File: config.mk
export PLATFORM = sky130hd
export DESIGN_NAME = rste_walker
export DESIGN_NICKNAME = d
export VERILOG_FILES = /design/src/hw/rtl/rste_pkg.sv /design/src/hw/rtl/rste_walker.sv
export SDC_FILE = /design/constraint.sdc
export NUM_CORES = 1
export LEC_CHECK = 0
export ABC_CLOCK_PERIOD_IN_PS = 6800
export BUFFER_PORTS_ARGS = -buffer_cell sky130_fd_sc_hd__buf_2
export CAP_MARGIN = 20
export CORE_MARGIN = 4
export CORE_UTILIZATION = 45
export DETAILED_ROUTE_END_ITERATION = 8
export PLACE_DENSITY = 0.65
export SLEW_MARGIN = 20
export SYNTH_ARGS = -nofsm -noshare
export SYNTH_HDL_FRONTEND = slang
export SYNTH_SLANG_ARGS = --single-unit
File: constraint.sdc
create_clock -name clk -period 6.8 [get_ports clk]
set_clock_uncertainty 0.1 [all_clocks]
set_input_delay 0.68 -clock clk [delete_from_list [all_inputs] [get_ports clk]]
set_output_delay 0.68 -clock clk [all_outputs]
set_load 0.05 [all_outputs]
File: src/hw/rtl/rste_pkg.sv
// Shared types and constants for the range sum tree engine.
// No dependencies; the walker, top level and checker refer to this package by scoped names.
`timescale 1ns / 1ps

package rste_pkg;

  // Tree geometry: node 1 is the root, leaf p sits at node LEAVES + p.
  localparam int LEAVES  = 1024;
  localparam int LEAF_W  = 10;
  localparam int RANGE_W = 11;
  localparam int DATA_W  = 32;
  localparam int NODE_W  = $clog2(2 * LEAVES);
  // Walk bounds can reach 2 * LEAVES, one past the last node address.
  localparam int BOUND_W = NODE_W + 1;

  localparam logic MODE_ADD   = 1'b0;
  localparam logic MODE_QUERY = 1'b1;

  typedef struct packed {
    logic                      mode;
    logic [LEAF_W-1:0]         leaf_index;
    logic [DATA_W-1:0]         delta;
    logic [RANGE_W-1:0]        range_low;
    logic [RANGE_W-1:0]        range_high;
  } cmd_t;

  typedef struct packed {
    logic              valid;
    logic [DATA_W-1:0] data;
  } res_t;

  typedef struct packed {
    logic              we;
    logic [NODE_W-1:0] waddr;
    logic [DATA_W-1:0] wdata;
    logic [NODE_W-1:0] raddr_a;
    logic [NODE_W-1:0] raddr_b;
  } ram_req_t;

endpackage

File: src/hw/rtl/rste_walker.sv
// Sequencer that clears the tree after reset and walks it for point adds and range queries.
// Depends on rste_pkg; drives the node RAM through a ram_req_t request.
`timescale 1ns / 1ps

module rste_walker (
  input  logic                          clk,
  input  logic                          rst,
  input  logic                          start,
  input  rste_pkg::cmd_t                cmd,
  output logic                          ready,
  input  logic                          res_free,
  output rste_pkg::res_t                res,
  output rste_pkg::ram_req_t            ram_req,
  input  logic [rste_pkg::DATA_W-1:0]   rdata_a,
  input  logic [rste_pkg::DATA_W-1:0]   rdata_b
);

  typedef enum logic [6:0] {
    ST_CLEAR    = 7'b0000001,
    ST_IDLE     = 7'b0000010,
    ST_ADD_LEAF = 7'b0000100,
    ST_ADD_UP   = 7'b0001000,
    ST_Q_RD     = 7'b0010000,
    ST_Q_ACC    = 7'b0100000,
    ST_Q_DONE   = 7'b1000000
  } state_t;

  state_t                         state, state_next;
  logic [rste_pkg::NODE_W-1:0]    node, node_next;
  logic [rste_pkg::NODE_W-1:0]    clr_addr, clr_addr_next;
  logic [rste_pkg::DATA_W-1:0]    cur, cur_next;
  logic [rste_pkg::DATA_W-1:0]    delta, delta_next;
  logic [rste_pkg::DATA_W-1:0]    acc, acc_next;
  logic [rste_pkg::BOUND_W-1:0]   lo, lo_next;
  logic [rste_pkg::BOUND_W-1:0]   hi, hi_next;
  logic                           use_l, use_l_next;
  logic                           use_r, use_r_next;

  logic [rste_pkg::RANGE_W-1:0]   lo_sat, hi_sat;
  logic [rste_pkg::NODE_W-1:0]    leaf_node;
  logic                           leaf_ok;
  logic [rste_pkg::NODE_W-1:0]    parent;
  logic [rste_pkg::DATA_W-1:0]    up_sum;
  logic [rste_pkg::BOUND_W-1:0]   hi_dec;

  // Bounds beyond the leaf count are clamped to it.
  assign lo_sat = (cmd.range_low > rste_pkg::RANGE_W'(rste_pkg::LEAVES)) ?
                  rste_pkg::RANGE_W'(rste_pkg::LEAVES) : cmd.range_low;
  assign hi_sat = (cmd.range_high > rste_pkg::RANGE_W'(rste_pkg::LEAVES)) ?
                  rste_pkg::RANGE_W'(rste_pkg::LEAVES) : cmd.range_high;

  assign leaf_node = rste_pkg::NODE_W'(rste_pkg::LEAVES) + rste_pkg::NODE_W'(cmd.leaf_index);
  assign leaf_ok   = rste_pkg::NODE_W'(cmd.leaf_index) < rste_pkg::NODE_W'(rste_pkg::LEAVES);
  assign parent    = {1'b0, node[rste_pkg::NODE_W-1:1]};
  assign up_sum    = cur + rdata_a;
  assign hi_dec    = hi - rste_pkg::BOUND_W'(1);

  assign ready = (state == ST_IDLE);

  always_comb begin
    state_next    = state;
    node_next     = node;
    clr_addr_next = clr_addr;
    cur_next      = cur;
    delta_next    = delta;
    acc_next      = acc;
    lo_next       = lo;
    hi_next       = hi;
    use_l_next    = use_l;
    use_r_next    = use_r;
    ram_req       = '0;
    res           = '0;

    unique case (state)
      ST_CLEAR: begin
        ram_req.we    = 1'b1;
        ram_req.waddr = clr_addr;
        clr_addr_next = clr_addr + rste_pkg::NODE_W'(1);
        if (clr_addr == '1) begin
          state_next = ST_IDLE;
        end
      end
      ST_IDLE: begin
        if (start) begin
          if (cmd.mode == rste_pkg::MODE_ADD) begin
            if (leaf_ok) begin
              node_next       = leaf_node;
              delta_next      = cmd.delta;
              ram_req.raddr_a = leaf_node;
              state_next      = ST_ADD_LEAF;
            end
          end else begin
            lo_next  = rste_pkg::BOUND_W'(lo_sat) + rste_pkg::BOUND_W'(rste_pkg::LEAVES);
            hi_next  = rste_pkg::BOUND_W'(hi_sat) + rste_pkg::BOUND_W'(rste_pkg::LEAVES);
            acc_next = '0;
            state_next = (lo_sat < hi_sat) ? ST_Q_RD : ST_Q_DONE;
          end
        end
      end
      ST_ADD_LEAF: begin
        // Leaf word is back: update it and fetch its sibling in the same cycle.
        cur_next        = rdata_a + delta;
        ram_req.we      = 1'b1;
        ram_req.waddr   = node;
        ram_req.wdata   = cur_next;
        ram_req.raddr_a = {node[rste_pkg::NODE_W-1:1], ~node[0]};
        state_next      = ST_ADD_UP;
      end
      ST_ADD_UP: begin
        // The sibling never equals the parent being written, so no forwarding is needed.
        ram_req.we      = 1'b1;
        ram_req.waddr   = parent;
        ram_req.wdata   = up_sum;
        ram_req.raddr_a = {parent[rste_pkg::NODE_W-1:1], ~parent[0]};
        cur_next        = up_sum;
        node_next       = parent;
        if (parent == rste_pkg::NODE_W'(1)) begin
          state_next = ST_IDLE;
        end
      end
      ST_Q_RD: begin
        if (lo < hi) begin
          ram_req.raddr_a = lo[rste_pkg::NODE_W-1:0];
          ram_req.raddr_b = hi_dec[rste_pkg::NODE_W-1:0];
          use_l_next      = lo[0];
          use_r_next      = hi[0];
          lo_next         = (lo + rste_pkg::BOUND_W'(lo[0])) >> 1;
          hi_next         = hi >> 1;
          state_next      = ST_Q_ACC;
        end else begin
          state_next = ST_Q_DONE;
        end
      end
      ST_Q_ACC: begin
        acc_next   = acc + (use_l ? rdata_a : '0) + (use_r ? rdata_b : '0);
        state_next = ST_Q_RD;
      end
      ST_Q_DONE: begin
        res.valid = 1'b1;
        res.data  = acc;
        if (res_free) begin
          state_next = ST_IDLE;
        end
      end
      default: begin
        state_next = ST_CLEAR;
      end
    endcase
  end

  always_ff @(posedge clk) begin
    if (rst) begin
      state    <= ST_CLEAR;
      clr_addr <= '0;
    end else begin
      state    <= state_next;
      clr_addr <= clr_addr_next;
    end
  end

  always_ff @(posedge clk) begin
    node  <= node_next;
    cur   <= cur_next;
    delta <= delta_next;
    acc   <= acc_next;
    lo    <= lo_next;
    hi    <= hi_next;
    use_l <= use_l_next;
    use_r <= use_r_next;
  end

endmodule

Word-level counts from Yosys, hierarchy flattened
Cells that the tools add are included.
Widths: inputs -> output; s select.

cells by class
  eq/ne operators = 16
  bitwise operators = 3
  order comparisons = 4
  multiplexer cells = 35
  reductions and logical operators = 10
  add/sub/neg operators = 10

operators with widths
  operator                count
  $pmux 32 s2             3
  $add 32x32->32          4
  $mux 32                 4
  $mux 11                 7
  $mux 12                 6
  $mux 7                  7
  $pmux 7 s7              1
  $pmux 12 s2             2
  $pmux 11 s4             1
  $pmux 12 s3             1
  $mux 33                 1
  $add 11x11->12 const B  2
  $gt 11x11->1 const B    2
  $mux 22                 1
  $pmux 11 s2             1
  $ne 2x2->1 const B      7
  $add 12x1->12           1
  $lt 12x12->1            1
  $add 11x1->11 const B   1
  $add 11x10->11 const A  1
  $eq 11x11->1 const B    1
  $lt 11x11->1            1
  $sub 11x1->11 const B   1
  $eq 10x1->1 const B     1
  other kinds (12)        20

storage, ports and cells
  logic and storage cells = 88
  output and inout bits = 100
  flip-flop bits (word level) = 151

Logic depth before layout (Yosys ltp)
Gate-level depths: netlist of run 1.

  depth after elaboration = 7
  depth in mapped cells = 15
  mapped depth without buffers = 14

Worst setup path after synthesis of run 1
No wires, ideal clock.

  path kind = input-to-output
  start = input port rdata_a[0] (netlist name)
  end = output port ram_req[42] (netlist name)
  arrival time = 3.627 ns
  required time = 6.020 ns
  cell stages on the path = 11
  setup slack = 2.393 ns
  cell sequence = ha_1 > fa_1 > a211oi_1 > nor2_1 > a21oi_1 > a21oi_1 > a31oi_1 > o211ai_1 > a21oi_1 > xor2_1 > o21ai_0

RTL lines
  item                line               source
  start: declaration  rste_walker.sv:14  input logic [rste_pkg::DATA_W-1:0] rdata_a,
  end: declaration    rste_walker.sv:13  output rste_pkg::ram_req_t ram_req,

Worst setup path after layout of run 1
  start = register use_r
  end = register acc[29] (netlist name), data pin

on the way
  word-level cells in the longest chain between the ends = 3

ends and longest elaborated chain
  item                      line                source
  start: declaration        rste_walker.sv:37   logic use_r, use_r_next;
  start signal: assignment  rste_walker.sv:169  use_r <= use_r_next;
  $mux 32                   rste_walker.sv:135  acc_next = acc + (use_l ? rdata_a : '0) + (use_r ? rdata_b : '0);
  $add 32x32->32            rste_walker.sv:135
  $pmux 32 s2               rste_walker.sv:74   unique case (state)
  end signal: assignment    rste_walker.sv:165  acc <= acc_next;
  end: declaration          rste_walker.sv:33   logic [rste_pkg::DATA_W-1:0] acc, acc_next;

No other way between the ends.
A chain may end at the register's enable or synchronous reset.

==> metrics.txt, run 1 <==
min Tclk post-route=4699 ps; cell taking the most area after synthesis=edfxtp_1; Mapped Area=13070 sq um; DP Cell Count=2019; Worst setup SP type=flop; Die W=178.4 um; Synth async-reset ratio=0; CTS sink cnt=151; vias=11480; max cap viols=0; layout cells sized above 1=0.1799; crit path kind=reg2reg; first-pass GRT wire length=58580 um; input/output buffers=232; Starting Density=0.4554; clk root buf=clkbuf_16; Most used DFF post-synth=edfxtp_1; final non-filler cell total=2052; top cells by area, synth=edfxtp_1 (31%), ha_1 (11%), fa_1 (5.2%), nand2_1 (5.1%), and2_1 (4.6%); Distinct cells, synth=72; largest net degree at the start of global routing=55; CP max stage delay=920 ps; worst path cell trace=and2_1 > fa_1 > ha_1 > fa_1 > a211oi_1 > o21bai_1 > and3_1 > o31ai_1 > a31oi_1 > a21o_1 > nor4_1 > or3_1 > a21oi_1; Worst Path Buf+Inv=0; synth warn=0; die height=178.4 um; Worst Path Max Fanout=32; Resize count post-CTS=0; WP data required=6870 ps; Synth top area share=0.3056; RSZ-0062 raised after global routing=false; Worst-path clk slew=70 ps; VDD IR-drop max=0.1389 mV; Syn Nets=1727; gr usage total=0.2327; Worst path top cell family by delay=compound AO/OA/AOI/OAI gates; Antenna Nets Post-Route=0; hold buffer count at CTS=0; Tcrit/Tclk final=0.6911; fmax=212.8 MHz; final WL=37550 um; # diodes=0; slew margin rel.=0.4140; status=completed; Post-Route Setup TNS=0 ps; Worst Max-Slew Pin Slew=878.9 ps; Worst R2R Setup Slack=2100 ps; grt ovf=0; Critical Path End Type=flop; initial antenna violation count=4; CTS Buffer Depth=2; number of global-route vias before repair=11135; CTS tree=built; Area growth, synth to finish=16.32%; Routed wire per std cell=18.30 um; synthesis-stage register bit count=151; DRC=0; postcts setup bufs=0; DR vias/cell=5.595; Worst-Skew Late Latency=430 ps; worst path arrival time=4770 ps; RePlAce Congestion=0.9615; Syn Area/Cell=9.051 sq um; number of synthesized flops with an enable pin=133; Post-synth top cells=nand2_1 (176), edfxtp_1 (133), nor2_1 (127); Inserted Clock Buffers=17; slowest stage cell, crit path=edfxtp_1; Core ar.=28700 sq um; Setup violations, final=0; P_leak=0.006813 uW; Mapped Cells=1444; PwrDens=161.4 nW/um^2; first drt pass iteration count=7; Final Hold Fails=0; DR iter-0 viols=918; register area share after synthesis=0.3331; num ports=233; Die Area=31840 sq um; DP HPWL=29440 um; dominant cell by count in the synthesized netlist=nand2_1; Most common cell on crit path=fa_1; Hold Crit Class=in2reg; htree depth=4; Nets=1938; number of filler cells placed in the layout=2745; Slew Viols, Final=0; row count=62
[kinds of logic (layout without fill, tap and decap cells)]
family,Yosys count,count (layout),share of synthesized area
AND/OR/NAND/NOR,543,543,0.2013
AO/OA/AOI/OAI,384,384,0.1918
flip-flops,151,151,0.3331
adder cells (fa/ha/maj),150,150,0.1631
XOR/XNOR,110,110,0.07371
buffers and inverters,95,319,0.02795
multiplexers,11,11,0.008998
[per-stage QoR]
step,hold slack (ps),setup WS (ps),total power [uW],cell area (sq um),utilization
after floorplan,367.4,2393,1398,13070,-
after global placement,386.5,2156,1529,14610,0.5090
after detailed placement,399.8,2084,1535,14610,0.5090
after CTS,308.8,2072,2468,15170,0.5287
after global routing,305.2,1706,2567,15200,0.5297
final,316.9,2101,2454,15200,0.5297
[routing by layer]
metal,part of all wire,up-vias,global-route usage
met5,0.0014,-,0
met3,0.071,49,0.04091
met2,0.46,431,0.3837
met1,0.45,5339,0.3210
li1,-,5653,-
met4,0.018,8,0.05181
[layout by cell type (no fill, tap or decap), types with 41 or more instances in the layout]
master and n:
ha_1 116, xnor2_1 67, a21oi_1 94, edfxtp_1 133
buf_2 232, a21o_1 69, nand2_1 176, and2_1 96
o21ai_0 80, nor2_1 127, xor2_1 43, inv_1 41
[worst register-to-register path, delay by kind of cell, from the launching register on]
kind / cells / cell delay [ps]
compound gates: 6 / 1410
fa+ha+maj: 3 / 1080
flops: 1 / 920
simple gates: 4 / 920
[cell type report]
class                      instances  area (sq um)  share of cell area
multi-input combinational       1198          8368              0.5504
inverter                          42         157.7             0.01037
timing repair buffer             245          1279             0.08411
clock buffer                      21         481.7             0.03168
tap                              384         480.5             0.03160
clock inverter                    11         82.58            0.005432
sequential                       151          4354              0.2864
[flip-flops by register name, summed over array words and instances (netlist names)]
register,count
cur,32
node,11
clr_addr,11
state,7
delta,32
use_l,1
use_r,1
hi,12
acc,32
lo,12
[power breakdown]
group          internal [uW]  switching [uW]  total [uW]
clock network            514             419         933
logic                    208             289         497
registers               1010            9.93        1020
[final timing paths]
path                            cells past startpoint                  endpoint                      from
worst max-delay path                               13     acc[29]$_SDFFCE_PN0P_           use_r$_DFFE_PP_
worst min-delay path                                1       delta[26]$_DFFE_PP_                   cmd[48]
worst max register to register                     13     acc[29]$_SDFFCE_PN0P_           use_r$_DFFE_PP_
worst min register to register                      2  clr_addr[9]$_SDFFE_PP0N_  clr_addr[9]$_SDFFE_PP0N_
Power figures use the tool's default switching activity.
==> inputs of run 2 (changes only) <==
ABC_CLOCK_PERIOD_IN_PS = 3840   (was 6800)
PLACE_DENSITY = 0.67   (was 0.65)
clock period = 3.84 ns   (was 6.8 ns; I/O delays follow)
==> metrics.txt, run 2 (same netlist as run 1, synthesis figures left out) <==
Core ar.=28700 sq um (unchanged); Setup violations, final=2 (+2); final WL=39610 um (+5.5%); Worst Hold Depth=1 (unchanged); most common cell after layout, fill and taps aside=buf_2; Inserted Clock Buffers=17 (unchanged); initial antenna violation count=6 (+2); number of global-route vias before repair=11731 (+5.4%); VDD IR-drop max=0.3103 mV (+120%); RePlAce Congestion=0.9321 (-3.1%); htree depth=4 (unchanged); DRC=0 (unchanged); vias=12118 (+5.6%); DR vias/cell=5.642 (+0.84%); Worst Path Max Fanout=3 (-91%); CTS tree=built; Worst R2R Setup Slack=60 ps (-2040 ps); Post-Route Setup TNS=-57.18 ps (-57.18 ps); status=finished with violations; Worst Max-Slew Pin Slew=766.7 ps (-112.2 ps); CTS Buffer Depth=2 (unchanged); die height=178.4 um (unchanged); Nets=2032 (+4.9%); final setup margin=-51.92 ps (-2153 ps); Critical Path End Type=primary output; Die W=178.4 um (unchanged); num ports=233 (unchanged); Routed wire per std cell=18.44 um (+0.75%); P_leak=0.007356 uW (+8.0%); Tcrit/Tclk final=1.014; layout cells sized above 1=0.2690 (+0.08916); DP Cell Count=2088 (+3.4%); Hold Crit Class=in2reg; reg2reg start=use_l$_DFFE_PP_; Worst setup SP type=flop; gr usage total=0.2428 (+0.01010); DR iter-0 viols=957 (+4.2%); RSZ-0062 raised after global routing=true; Area growth, synth to finish=26.44%; WP data required=3360 ps (-3510 ps); first-pass GRT wire length=61110 um (+4.3%); Final Hold Fails=0 (unchanged); min Tclk post-route=3892 ps; max cap viols=0 (unchanged); crit path kind=reg2out; Worst-path clk slew=70 ps (about the same); total power=4592 uW (+87%); final non-filler cell total=2148 (+4.7%); Die Area=31840 sq um (unchanged); hold_sp=cmd[52]; Antenna Nets Post-Route=0 (unchanged); input/output buffers=232 (unchanged); Worst-Skew Late Latency=440 ps (about the same); CTS sink cnt=151 (unchanged); R2R depth=14 (+1); Slew Viols, Final=0 (unchanged); clk root buf=clkbuf_16; Crit Reg-Reg Endpoint=acc[29]$_SDFFCE_PN0P_; grt ovf=0 (unchanged); Hold Path Sink=delta[30]$_DFFE_PP_; first drt pass iteration count=7 (unchanged); Top Registers=acc x32, cur x32, delta x32; largest net degree at the start of global routing=55 (unchanged); row count=62 (unchanged); most frequent cells in the layout=buf_2 (214), nand2_1 (174), edfxtp_1 (133); DP HPWL=30300 um (+2.9%); post-placement worst setup slack=-244.1 ps (-2328 ps); PwrDens=277.9 nW/um^2 (+72%); failing checks=negative setup slack; worst path arrival time=3410 ps (-1360 ps); fmax=256.9 MHz; slew margin rel.=0.4889 (+0.07482); Starting Density=0.4554 (unchanged)
==> run 2: changes by cell type in the layout (fill, tap and decap cells not counted), moves of 9 or more <==
| cell | change |
|---|---|
| buf_2 | -18 |
| buf_4 | +99 |
| buf_6 | +10 |
| ha_1 | -13 |
| o21ai_0 | -9 |
| o21ai_2 | +11 |
==> run 2: cell type report <==
| class | instances | area, sq um |
|---|---|---|
| Multi-Input combinational cell | 1198 | 8869 |
| Sequential cell | 151 | 4354 |
| Clock inverter | 11 | 97.59 |
| Timing Repair Buffer | 339 | 2057 |
| Clock buffer | 21 | 503.0 |
| Tap cell | 384 | 480.5 |
| Fill cell | 2580 | 12180 |
| Antenna cell | 2 | 5.005 |
| Inverter | 42 | 160.2 |
==> run 2: power breakdown <==
part	switching (uW)	internal, uW
Clock	784	965
Sequential	17.0	1800
Combinational	569	461
Total	1370	3220
==> run 2: what timing repair did <==
| item | 4_1_cts | 5_1_grt |
|---|---|---|
| pin swaps | 19 | 44 |
| resized for setup | 39 | 101 |
| setup buffers | 12 | 15 |
| hold buffers | 1 | 0 |
| hold endpoints to repair | 1 | 0 |
| endpoints found under the setup margin | 24 | 39 |
==> run 2: worst max-delay path by stage <==
stage,start,endpoint
2_1_floorplan,use_l$_DFFE_PP_,acc[31]$_SDFFCE_PN0P_
3_5_place_dp,rdata_a[1],acc[29]$_SDFFCE_PN0P_
5_1_grt,cur[1]$_DFFE_PP_,ram_req[47]
4_1_cts,cur[1]$_DFFE_PP_,ram_req[53]
6_report,cur[1]$_DFFE_PP_,ram_req[53]
3_3_place_gp,rdata_a[1],acc[29]$_SDFFCE_PN0P_
==> run 2: stage by stage <==
step / util / hold slack [ps] / instance area (sq um)
final: 0.5758 / 21.42 / 16530
after global routing: 0.5758 / 3.722 / 16530
after CTS: 0.5573 / 0.03983 / 16000
after detailed placement: 0.5271 / 415.2 / 15130
after global placement: 0.5271 / 382.1 / 15130
after floorplan: - / 367.4 / 13070
==> run 2: critical path, stage by stage (launching register included) <==
cell and delay, ps:
edfxtp_1 430, ha_1 290, a21o_1 170, nand4_1 140
a31oi_4 120, a2111o_1 450, a211o_1 350, and4_4 200
a2111oi_4 240, xnor2_1 140, o22ai_1 200, buf_4 240
==> run 2: routing by layer <==
metal,part of all wire,global-route usage
met3,0.069,0.04472
met5,0.0012,0
met4,0.017,0.05852
met2,0.47,0.4013
met1,0.44,0.3311
